==> config.mk <==
export PLATFORM = sky130hd
export DESIGN_NAME = pmkid_cache_table
export DESIGN_NICKNAME = d
export VERILOG_FILES = /design/src/sv/pmkc_pkg.sv /design/src/sv/pmkc_store.sv /design/src/sv/pmkid_cache_table.sv
export SDC_FILE = /design/constraint.sdc
export NUM_CORES = 1
export LEC_CHECK = 0
export BUFFER_PORTS_ARGS = -buffer_cell sky130_fd_sc_hd__buf_2
export CAP_MARGIN = 20
export CELL_PAD_IN_SITES_DETAIL_PLACEMENT = 0
export CELL_PAD_IN_SITES_GLOBAL_PLACEMENT = 1
export CORE_ASPECT_RATIO = 2
export CORE_MARGIN = 4
export CORE_UTILIZATION = 35
export DETAILED_ROUTE_END_ITERATION = 8
export HOLD_SLACK_MARGIN = 0.15
export PLACE_DENSITY = 0.61
export SYNTH_ARGS = -nofsm -noshare
export SYNTH_HDL_FRONTEND = slang
export SYNTH_HIERARCHICAL = 1
export SYNTH_SLANG_ARGS = --single-unit
==> constraint.sdc <==
create_clock -name i_clk -period 30.6 [get_ports i_clk]
set_clock_uncertainty 0.2 [all_clocks]
set_input_delay 3.06 -clock i_clk [delete_from_list [all_inputs] [get_ports i_clk]]
set_output_delay 3.06 -clock i_clk [all_outputs]
set_load 0.01 [all_outputs]
==> src/sv/pmkc_pkg.sv <==
// ----------------------------------------------------------------------------
// pmkc_pkg
// Shared types and constants for the PMKID cache table.
// ----------------------------------------------------------------------------
package pmkc_pkg;

    localparam int BSSID_W = 48;
    localparam int KEY_W   = 64;
    localparam int SLOT_W  = 4;

    typedef enum logic [1:0] {
        OP_ADD     = 2'd0,
        OP_REMOVE  = 2'd1,
        OP_FLUSH   = 2'd2,
        OP_UNKNOWN = 2'd3
    } t_op;

    typedef logic [SLOT_W-1:0] t_slot;

    typedef struct packed {
        logic               in_use;
        logic [KEY_W-1:0]   key_high;
        logic [KEY_W-1:0]   key_low;
        logic [BSSID_W-1:0] bssid;
    } t_entry;

endpackage

==> src/sv/pmkc_store.sv <==
// ----------------------------------------------------------------------------
// pmkc_store
// Entry memory with one registered read port and one write port. A valid
// bit per entry gives the all-zero reset and flush; invalid entries read zero.
// ----------------------------------------------------------------------------
module pmkc_store #(
    parameter int ENTRIES = 16,
    parameter int AW      = 4
) (
    input  logic              i_clk,
    input  logic              i_rst_n,
    input  logic              i_flush,
    input  logic              i_rd_en,
    input  logic [AW-1:0]     i_rd_addr,
    input  logic              i_wr_en,
    input  logic [AW-1:0]     i_wr_addr,
    input  pmkc_pkg::t_entry  i_wr_data,
    output pmkc_pkg::t_entry  o_rd_data
);

    pmkc_pkg::t_entry r_mem [ENTRIES];
    pmkc_pkg::t_entry r_rd_data;
    logic [ENTRIES-1:0] r_valid;
    logic               r_rd_valid;

    always_ff @(posedge i_clk) begin
        if (i_wr_en) begin
            r_mem[i_wr_addr] <= i_wr_data;
        end
        if (i_rd_en) begin
            r_rd_data <= r_mem[i_rd_addr];
        end
    end

    always_ff @(posedge i_clk) begin
        if (!i_rst_n) begin
            r_valid    <= '0;
            r_rd_valid <= 1'b0;
        end else begin
            if (i_flush) begin
                r_valid <= '0;
            end else if (i_wr_en) begin
                r_valid[i_wr_addr] <= 1'b1;
            end
            if (i_rd_en) begin
                r_rd_valid <= r_valid[i_rd_addr];
            end
        end
    end

    assign o_rd_data = r_rd_valid ? r_rd_data : '0;

endmodule

==> src/sv/pmkid_cache_table.sv <==
// ----------------------------------------------------------------------------
// pmkid_cache_table
// Round-robin PMKSA cache: add, remove and flush commands over an entry memory.
// ----------------------------------------------------------------------------
// One command is taken at a time. Add and remove scan the entry memory from
// entry 0, one read per cycle, stopping at the first BSSID match; the
// longest command is one whose scan through the single read port runs to
// the last entry. Flush, unknown commands and add with a zero BSSID skip
// the scan and go straight to the result. The result waits in an output
// register, so a new command is taken while it is still pending.
module pmkid_cache_table #(
    parameter int CACHE_ENTRIES = 16
) (
    input  logic         i_clk,
    input  logic         i_rst_n,
    input  logic         s_axis_tvalid,
    output logic         s_axis_tready,
    input  logic [175:0] s_axis_tdata,   // bssid[47:0], pmkid_high[111:48], pmkid_low[175:112]
    input  logic [1:0]   s_axis_tuser,   // operation[1:0]
    output logic         m_axis_tvalid,
    input  logic         m_axis_tready,
    output logic [7:0]   m_axis_tdata,   // slot[3:0], zero[7:4]
    output logic         m_axis_tuser    // accepted[0]
);

    localparam int AW = (CACHE_ENTRIES > 1) ? $clog2(CACHE_ENTRIES) : 1;
    localparam logic [AW-1:0] LAST = AW'(CACHE_ENTRIES - 1);

    typedef enum logic [3:0] {
        S_IDLE  = 4'b0001,
        S_SCAN  = 4'b0010,
        S_WRITE = 4'b0100,
        S_DONE  = 4'b1000
    } t_state;

    t_state r_state, n_state;

    pmkc_pkg::t_op                  r_op;
    logic [pmkc_pkg::BSSID_W-1:0]   r_bssid;
    logic [pmkc_pkg::KEY_W-1:0]     r_key_high, r_key_low;
    logic [pmkc_pkg::KEY_W-1:0]     r_hold_high, r_hold_low, n_hold_high, n_hold_low;
    logic [AW-1:0] r_next, n_next;
    logic [AW-1:0] r_rd_idx, n_rd_idx;
    logic [AW-1:0] r_chk_idx, n_chk_idx;
    logic [AW-1:0] r_idx, n_idx;
    logic          r_issue, n_issue;
    logic          r_chk, n_chk;
    logic          r_found, n_found;
    logic          r_res_acc, n_res_acc;
    pmkc_pkg::t_slot r_res_slot, n_res_slot;
    logic          r_out_valid, n_out_valid;
    logic          r_out_acc, n_out_acc;
    pmkc_pkg::t_slot r_out_slot, n_out_slot;

    logic              in_acc;
    pmkc_pkg::t_op     in_op;
    logic [pmkc_pkg::BSSID_W-1:0] in_bssid;
    logic              flush;
    logic              rd_en;
    logic              wr_en;
    logic [AW-1:0]     wr_addr;
    pmkc_pkg::t_entry  wr_data;
    pmkc_pkg::t_entry  rd_data;

    assign in_op    = pmkc_pkg::t_op'(s_axis_tuser);
    assign in_bssid = s_axis_tdata[47:0];
    assign s_axis_tready = (r_state == S_IDLE);
    assign in_acc   = s_axis_tvalid && s_axis_tready;
    assign flush    = in_acc && (in_op == pmkc_pkg::OP_FLUSH);
    assign rd_en    = (r_state == S_SCAN) && r_issue;

    function automatic logic [AW-1:0] wrap_inc(input logic [AW-1:0] idx);
        return (idx == LAST) ? '0 : idx + 1'b1;
    endfunction

    pmkc_store #(
        .ENTRIES (CACHE_ENTRIES),
        .AW      (AW)
    ) u_store (
        .i_clk     (i_clk),
        .i_rst_n   (i_rst_n),
        .i_flush   (flush),
        .i_rd_en   (rd_en),
        .i_rd_addr (r_rd_idx),
        .i_wr_en   (wr_en),
        .i_wr_addr (wr_addr),
        .i_wr_data (wr_data),
        .o_rd_data (rd_data)
    );

    always_comb begin
        n_state     = r_state;
        n_next      = r_next;
        n_rd_idx    = r_rd_idx;
        n_chk_idx   = r_chk_idx;
        n_idx       = r_idx;
        n_issue     = r_issue;
        n_chk       = 1'b0;
        n_found     = r_found;
        n_hold_high = r_hold_high;
        n_hold_low  = r_hold_low;
        n_res_acc   = r_res_acc;
        n_res_slot  = r_res_slot;
        n_out_valid = r_out_valid && !m_axis_tready;
        n_out_acc   = r_out_acc;
        n_out_slot  = r_out_slot;
        wr_en       = 1'b0;
        wr_addr     = r_idx;
        wr_data     = '0;

        unique case (r_state)
            S_IDLE: begin
                if (in_acc) begin
                    n_res_acc  = 1'b0;
                    n_res_slot = '0;
                    n_state    = S_DONE;
                    unique case (in_op)
                        pmkc_pkg::OP_ADD: begin
                            if (in_bssid != '0) begin
                                n_state = S_SCAN;
                            end
                        end
                        pmkc_pkg::OP_REMOVE: begin
                            n_state = S_SCAN;
                        end
                        pmkc_pkg::OP_FLUSH: begin
                            n_next    = '0;
                            n_res_acc = 1'b1;
                        end
                        default: begin
                        end
                    endcase
                    n_issue  = 1'b1;
                    n_rd_idx = '0;
                end
            end
            S_SCAN: begin
                if (r_issue) begin
                    n_chk     = 1'b1;
                    n_chk_idx = r_rd_idx;
                    n_issue   = (r_rd_idx != LAST);
                    n_rd_idx  = wrap_inc(r_rd_idx);
                end
                if (r_chk) begin
                    if (rd_data.bssid == r_bssid) begin
                        n_found     = 1'b1;
                        n_idx       = r_chk_idx;
                        n_hold_high = rd_data.key_high;
                        n_hold_low  = rd_data.key_low;
                        n_chk       = 1'b0;
                        n_state     = S_WRITE;
                    end else if (r_chk_idx == LAST) begin
                        n_found = 1'b0;
                        n_chk   = 1'b0;
                        n_state = S_WRITE;
                    end
                end
            end
            S_WRITE: begin
                n_res_acc  = 1'b1;
                n_res_slot = '0;
                n_state    = S_DONE;
                if (r_op == pmkc_pkg::OP_ADD) begin
                    wr_en            = 1'b1;
                    wr_addr          = r_found ? r_idx : r_next;
                    wr_data.in_use   = 1'b1;
                    wr_data.key_high = r_key_high;
                    wr_data.key_low  = r_key_low;
                    wr_data.bssid    = r_bssid;
                    n_next           = wrap_inc(wr_addr);
                    n_res_slot       = pmkc_pkg::t_slot'(wr_addr);
                end else if (r_found) begin
                    wr_en            = 1'b1;
                    wr_addr          = r_idx;
                    wr_data.key_high = r_hold_high;
                    wr_data.key_low  = r_hold_low;
                    n_res_slot       = pmkc_pkg::t_slot'(r_idx);
                end
            end
            S_DONE: begin
                if (!r_out_valid || m_axis_tready) begin
                    n_out_valid = 1'b1;
                    n_out_acc   = r_res_acc;
                    n_out_slot  = r_res_slot;
                    n_state     = S_IDLE;
                end
            end
            default: begin
                n_state = S_IDLE;
            end
        endcase
    end

    always_ff @(posedge i_clk) begin
        if (!i_rst_n) begin
            r_state     <= S_IDLE;
            r_next      <= '0;
            r_issue     <= 1'b0;
            r_chk       <= 1'b0;
            r_found     <= 1'b0;
            r_out_valid <= 1'b0;
        end else begin
            r_state     <= n_state;
            r_next      <= n_next;
            r_issue     <= n_issue;
            r_chk       <= n_chk;
            r_found     <= n_found;
            r_out_valid <= n_out_valid;
        end
    end

    always_ff @(posedge i_clk) begin
        if (in_acc) begin
            r_op       <= in_op;
            r_bssid    <= in_bssid;
            r_key_high <= s_axis_tdata[111:48];
            r_key_low  <= s_axis_tdata[175:112];
        end
        r_rd_idx    <= n_rd_idx;
        r_chk_idx   <= n_chk_idx;
        r_idx       <= n_idx;
        r_hold_high <= n_hold_high;
        r_hold_low  <= n_hold_low;
        r_res_acc   <= n_res_acc;
        r_res_slot  <= n_res_slot;
        r_out_acc   <= n_out_acc;
        r_out_slot  <= n_out_slot;
    end

    assign m_axis_tvalid = r_out_valid;
    assign m_axis_tdata  = {{(8 - pmkc_pkg::SLOT_W){1'b0}}, r_out_slot};
    assign m_axis_tuser  = r_out_acc;

`ifndef SYNTH
    a_zero_add_skips_scan: assert property (@(posedge i_clk) disable iff (!i_rst_n)
        (in_acc && in_op == pmkc_pkg::OP_ADD && in_bssid == '0) |=> (r_state == S_DONE))
        else $error("add with zero bssid entered scan");

    a_rejected_has_no_slot: assert property (@(posedge i_clk) disable iff (!i_rst_n)
        (r_out_valid && !r_out_acc) |-> (r_out_slot == '0))
        else $error("rejected command reports a slot");

    a_pointer_in_range: assert property (@(posedge i_clk) disable iff (!i_rst_n)
        r_next <= LAST)
        else $error("round-robin pointer out of range");

    a_write_ends_scan: assert property (@(posedge i_clk) disable iff (!i_rst_n)
        wr_en |=> (r_state == S_DONE && !r_chk))
        else $error("entry write not followed by result");
`endif

endmodule
Yosys cells after proc, flatten, opt, wreduce, memory -nomap -nowiden
Memories as Yosys holds them, arrays and structs flattened. A register that Yosys moved wholly into a read port is not among the register bits.
Cells that the tools add are included.
{"block": "word_totals", "inputBits": 182, "mem_bits_rw": 2832, "out_inout_bits": 11, "memories": 1, "reg_bits": 357}
{"block": "classes", "mux": 52, "reduce_logical": 25, "addsub": 2, "magnitude_cmp": 3, "eq_ne": 18, "bitwise": 2}
{"name": "u_store.r_mem", "depth": 16, "width": 177, "read_ports": 1, "rd_clocked_by_memory_dff": 1, "write_ports": 1, "line": "pmkc_store.sv:21", "source": "pmkc_pkg::t_entry r_mem [ENTRIES];"}
{"cell": "128-bit two-way mux", "n": 2}
{"cell": "177-bit two-way mux", "n": 1}
{"cell": "48-bit two-way mux", "n": 2}
{"cell": "4-bit two-way mux", "n": 18}
{"cell": "48-bit == test", "n": 1}
{"cell": "48-bit nonzero test", "n": 1}
{"cell": "4-bit case mux with 2 select lines", "n": 4}
{"cell": "1-bit two-way mux", "n": 20}
{"cell": "4-bit == test, second input constant", "n": 4}
{"cell": "16-bit OR", "n": 1}
{"cell": "4-bit case mux with 4 select lines", "n": 1}
{"cell": "4-bit by 5-bit less-than comparator with 1-bit output, second input constant", "n": 2}
{"cell": "2-bit AND reduction", "n": 5}
{"cell": "3-bit AND reduction", "n": 3}
{"cell": "4-bit by 1-bit adder with 4-bit output, second input constant", "n": 2}
{"cell": "2-bit != test, second input constant", "n": 4}
{"cell": "4-bit AND reduction", "n": 2}
{"cell": "2-bit nonzero test", "n": 3}
{"cell": "1-bit logical AND", "n": 5}
{"cell": "1-bit binary-select mux with 4-bit select", "n": 1}
{"cell": "1-bit demux with 4-bit select", "n": 1}
{"cell": "4-bit by 1-bit == test with 1-bit output, second input constant", "n": 1}
{"cell": "4-bit by 2-bit == test with 1-bit output, second input constant", "n": 1}
{"cell": "4-bit by 3-bit == test with 1-bit output, second input constant", "n": 1}
{"cell": "12 further kinds", "n": 16}

Logic depth before layout (Yosys ltp)
{"block": "logic_depth", "word_depth": 8, "mapped_depth": 9}

By module
The synthesis kept the hierarchy.
{"module": "pmkc_store", "seq_area_each_um2": 90697.0, "cells_each": 4625, "area_each_um2": 113847.9, "instances": 1}
{"module": "pmkid_cache_table", "seq_area_each_um2": 10089.7, "cells_each": 741, "area_each_um2": 12932.4, "instances": 1}

Least setup slack after synthesis
No wires, ideal clock.
{"block": "synth_timing", "path_type": "register -> register", "startpoint": "register r_state[3]", "endpoint": "memory u_store/r_mem[0][0] (netlist name) (enable)", "arrival_ns": 14.205, "stages_incl_launch_ff": 8, "setup_ns": 0.933, "required_ns": 29.467, "setup_slack_ns": 15.262, "synth_period_minus_slack_ns": 15.338, "cell_sequence": "dfxtp_1 or4b_4 nor3_4 buf_2 buf_2 a21oi_1 or3b_2 nor3_1"}
{"block": "synth_between", "elab_cells_between_ends": 5, "classes_between": "eq/ne (1); mux (4)"}
{"element": "from (decl)", "line": "pmkid_cache_table.sv:36", "source": "t_state r_state, n_state;"}
{"element": "from (signal assigned)", "line": "pmkid_cache_table.sv:203", "source": "r_state <= n_state;"}
{"element": "4-bit by 3-bit == test with 1-bit output", "line": "pmkid_cache_table.sv:111", "source": "unique case (r_state)"}
{"element": "4-bit two-way mux", "line": "pmkid_cache_table.sv:111"}
{"element": "via wr_addr[2]", "line": "pmkid_cache_table.sv:61", "source": "logic [AW-1:0] wr_addr;"}
{"element": "to (decl)", "line": "pmkc_store.sv:21"}
The timed path passes the listed nets, and every way through them passes these cells.

Worst setup path after layout
{"block": "layout_timing", "startpoint": "register r_state[3]", "endpoint": "memory u_store/r_mem[9][43] (netlist name) (enable)"}
The elaborated chain is that of the path after synthesis.

==> impl_table.tex <==
\begin{tabular}{lr}
\hline
Metric & Value \\
\hline
\multicolumn{2}{l}{\textbf{Placement}} \\
\quad RePlAce Congestion & between 0.7 and 0.8 \\
\quad Count of port buffers added during placement & 60 \\
\quad Placed wire-length estimate & 47.8 mm \\
\quad Cell Count Post-Placement & 2,998 \\
\multicolumn{2}{l}{\textbf{Power and ir drop}} \\
\quad Power, Total & 2450 µW \\
\quad Power per cell area & 61.4 nW/µm² \\
\quad Lkg Pwr & 0.0100 µW \\
\quad Worst voltage drop across the vdd grid & $\sim$45 µV \\
\multicolumn{2}{l}{\textbf{STA}} \\
\quad Final Hold Vio Count & 0 \\
\quad Final cycle utilization of the critical path & 17.2\% \\
\quad Min Tclk post-route & 5.26 ns \\
\quad Slew HR & 28.7\% \\
\quad Sum of negative setup slack & 0 ns \\
\quad Worst hold margin & approximately 0.22 ns \\
\quad Number of slew-limit violations in the final report & 0 \\
\quad Setup repair after global routing missed its margin & false \\
\quad Number of setup violations in the final report & 0 \\
\quad Highest clock rate & 0.190 GHz \\
\quad Slew at the pin with the worst max-slew slack & $\sim$1.1 ns \\
\multicolumn{2}{l}{\textbf{Global routing}} \\
\quad Via count of the first global-routing pass & between 15,000 and 20,000 \\
\quad Congestion Overflow GR & 0 \\
\quad Initial antenna violation count & 4 \\
\quad Layer with the highest usage after global routing & met2 \\
\quad Global-route wire length before repair & 125 mm \\
\quad Met3 Use GR & 2.76\% \\
\quad Pin count of the biggest net entering global routing & 59 \\
\quad Total track usage & 16.3\% \\
\quad GRT met2 Usage & 29.5\% \\
\quad Met1 track utilization from global routing & about a fifth \\
\multicolumn{2}{l}{\textbf{Layout}} \\
\quad Total area of multi-input combinational cells & 7860 µm² \\
\quad Layout Area Growth over Synthesis & 12.0\% \\
\quad Total of fill cells in the finished design & $\sim$9,200 \\
\quad Cell Count, Final, Fillers Out & 3,139 \\
\quad Area of all sequential standard cells & 27,200 µm² \\
\quad Fraction of layout instances using a drive strength above 1 & 25.5\% \\
\quad Net count, final & roughly 1,900 \\
\multicolumn{2}{l}{\textbf{Worst setup path}} \\
\quad Slowest-stage cell, CP & sky130\_fd\_sc\_hd\_\_nor2\_4 \\
\quad Nature of the critical path startpoint & register \\
\quad Critical path capture point type & register \\
\quad Crit Path Category & register to register \\
\quad Highest fanout seen on the critical path & a little under 60 \\
\quad Arrival time worst endpoint & 5.34 ns \\
\quad Cell depth of the worst setup path & 8 \\
\quad Worst path bufs/invs & 2 \\
\quad Slowest cell delay on critical path & 0.89 ns \\
\quad Critical path's top delay family & simple AND/OR/NAND/NOR gates \\
\quad Cell breakdown of the critical path & or4b\_4 > nor3\_4 > buf\_4 > nor2\_1 > a21oi\_1 > nand2b\_1 > nor2\_4 > buf\_4 \\
\quad Worst Reg2Reg Path Length in Cells & 8 \\
\quad Launching instance or port of the critical path & r\_state[3] \\
\quad Cell repeated most along the worst path & sky130\_fd\_sc\_hd\_\_buf\_4 \\
\quad Required time reported for the critical path endpoint & 30.68 ns \\
\quad Critical register-to-register path startpoint & r\_state[3] \\
\multicolumn{2}{l}{\textbf{Routing}} \\
\quad Post-detailed-route wirelength per cell & about 28 µm \\
\quad Per-cell via count in the routed design & 5.23 \\
\quad Starting DRC count in detailed routing & 1,249 \\
\quad Final routed DRC violation total & 0 \\
\quad Count of vias placed by the detailed router & 16,400 \\
\quad First-pass iteration count of the detailed router & 5 \\
\quad Count of antenna-violating nets left after detailed routing & 0 \\
\quad Routed WL & 86.9 mm \\
\multicolumn{2}{l}{\textbf{Clock network}} \\
\quad Buffers from clock root to sink, at most & 3 \\
\quad Number of setup buffers added after CTS & 0 \\
\quad Hold buffer count at cts & 0 \\
\quad Clock root buffer & sky130\_fd\_sc\_hd\_\_clkbuf\_16 \\
\quad Resize count post-CTS & 0 \\
\quad Clock tree from TritonCTS & yes \\
\quad Num CTS Buffers & 77 \\
\quad Total number of clock tree sinks & 917 \\
\quad Htree depth & 3 \\
\quad Clock slew at reported path FFs & around 0.070 ns \\
\quad Source-to-sink clock delay at the later pin of the worst-skew pair & 0.67 ns \\
\multicolumn{2}{l}{\textbf{Die}} \\
\quad Initial cell density of the core & 35.2\% \\
\quad Top Ports & 193 \\
\quad Die span in x & 234 µm \\
\quad Placement row count & 165 \\
\quad Vertical die dimension & 459 µm \\
\quad Std-Cell Core Area & 101,000 µm² \\
\quad Die Outline Area & approximately 110,000 µm² \\
\multicolumn{2}{l}{\textbf{Synth}} \\
\quad Post-Synthesis Mean Instance Area & 21.1 µm² \\
\quad Gate count of the mapped netlist & about 1,700 \\
\quad Area of the mapped netlist & 35,600 µm² \\
\quad Syn. warnings & 6 \\
\multicolumn{2}{l}{\textbf{Hold path}} \\
\quad Worst hold path stage count & 0 \\
\quad Worst min-delay path startpoint & r\_res\_slot[1] \\
\quad Worst hold path class & register to register \\
\multicolumn{2}{l}{\textbf{Status}} \\
\quad Run status & complete, no violations \\
\multicolumn{2}{l}{\textbf{Run}} \\
\quad Max-cap violation count & 0 \\
\hline
\end{tabular}
==> final cells by class <==
cell class | count | share of cell area (%)
clock inverters | 49 | 1.13
multi-input cells | 638 | 19.7
flip-flops and latches | 917 | 68.3
diodes | 2 | 0.0125
repair buffers | 102 | 1.59
clock buffers | 88 | 5.04
well taps | 1336 | 4.19
inverters | 7 | 0.0658
==> layer usage <==
metal  vias to the layer above  part of all wire [%]
li1                       6949                     -
met2                       396                    54
met5                         -                 0.041
met1                      8933                    38
met3                       120                   4.5
met4                         6                   3.0
==> where the power goes <==
part | internal [µW] | switching [µW] | leakage (µW)
registers | 1370 | 8.53 | 0.00654
clock network | 534 | 448 | 0.00119
logic | 34.6 | 58.8 | 0.00231
==> metrics by stage <==
step	utilization (%)	setup WS, ns	cell area, µm²
after detailed placement	37.0	24.63	37400
after floorplan	-	24.41	35700
after CTS	39.4	25.28	39900
after global routing	39.5	25.11	39900
final	39.5	25.34	39900
after global placement	37.0	24.66	37400
==> final timing paths <==
check	end	slack [ns]
max	u_store/r_mem[9][43]	25.34
min	r_out_slot[1]	0.22
max reg2reg	u_store/r_mem[9][43]	25.34
min reg2reg	r_out_slot[1]	0.22
==> worst reg2reg max path, stage by stage (launching register included) <==
cell	delay, ns
sky130_fd_sc_hd__dfxtp_1	0.34
sky130_fd_sc_hd__or4b_4	0.65
sky130_fd_sc_hd__nor3_4	0.15
sky130_fd_sc_hd__buf_4	0.71
sky130_fd_sc_hd__nor2_1	0.12
sky130_fd_sc_hd__a21oi_1	0.61
sky130_fd_sc_hd__nand2b_1	0.40
sky130_fd_sc_hd__nor2_4	0.89
sky130_fd_sc_hd__buf_4	0.75
==> flip-flops by register name, indices dropped and copies added, names as in the netlist <==
register	flops
u_store/r_valid	16
r_res_acc	1
r_idx	4
u_store/r_rd_valid	1
m_axis_tuser	1
r_chk_idx	4
m_axis_tvalid	1
r_chk	1
r_res_slot	4
u_store/r_rd_data	48
r_rd_idx	4
u_store/r_mem	768
r_issue	1
r_op	2
r_found	1
r_bssid	48
r_next	4
r_out_slot	4
r_state	4
==> placed cells by master, fill, tap and decap left out, types with 13 or more instances in the layout <==
| master | n |
|---|---|
| sky130_fd_sc_hd__dfxtp_1 | 28 |
| sky130_fd_sc_hd__edfxtp_1 | 888 |
| sky130_fd_sc_hd__clkinv_1 | 18 |
| sky130_fd_sc_hd__buf_4 | 41 |
| sky130_fd_sc_hd__nand2_1 | 18 |
| sky130_fd_sc_hd__nand4_1 | 14 |
| sky130_fd_sc_hd__o21a_1 | 20 |
| sky130_fd_sc_hd__clkbuf_16 | 79 |
| sky130_fd_sc_hd__and2_1 | 96 |
| sky130_fd_sc_hd__mux4_2 | 220 |
| sky130_fd_sc_hd__nor4_1 | 13 |
| sky130_fd_sc_hd__a21oi_1 | 29 |
| sky130_fd_sc_hd__nor2b_1 | 29 |
| sky130_fd_sc_hd__xnor2_1 | 46 |
| sky130_fd_sc_hd__buf_2 | 60 |
| sky130_fd_sc_hd__a211oi_1 | 22 |
| sky130_fd_sc_hd__mux2i_1 | 28 |
| sky130_fd_sc_hd__nor2_1 | 21 |
Power figures use the tool's default switching activity.
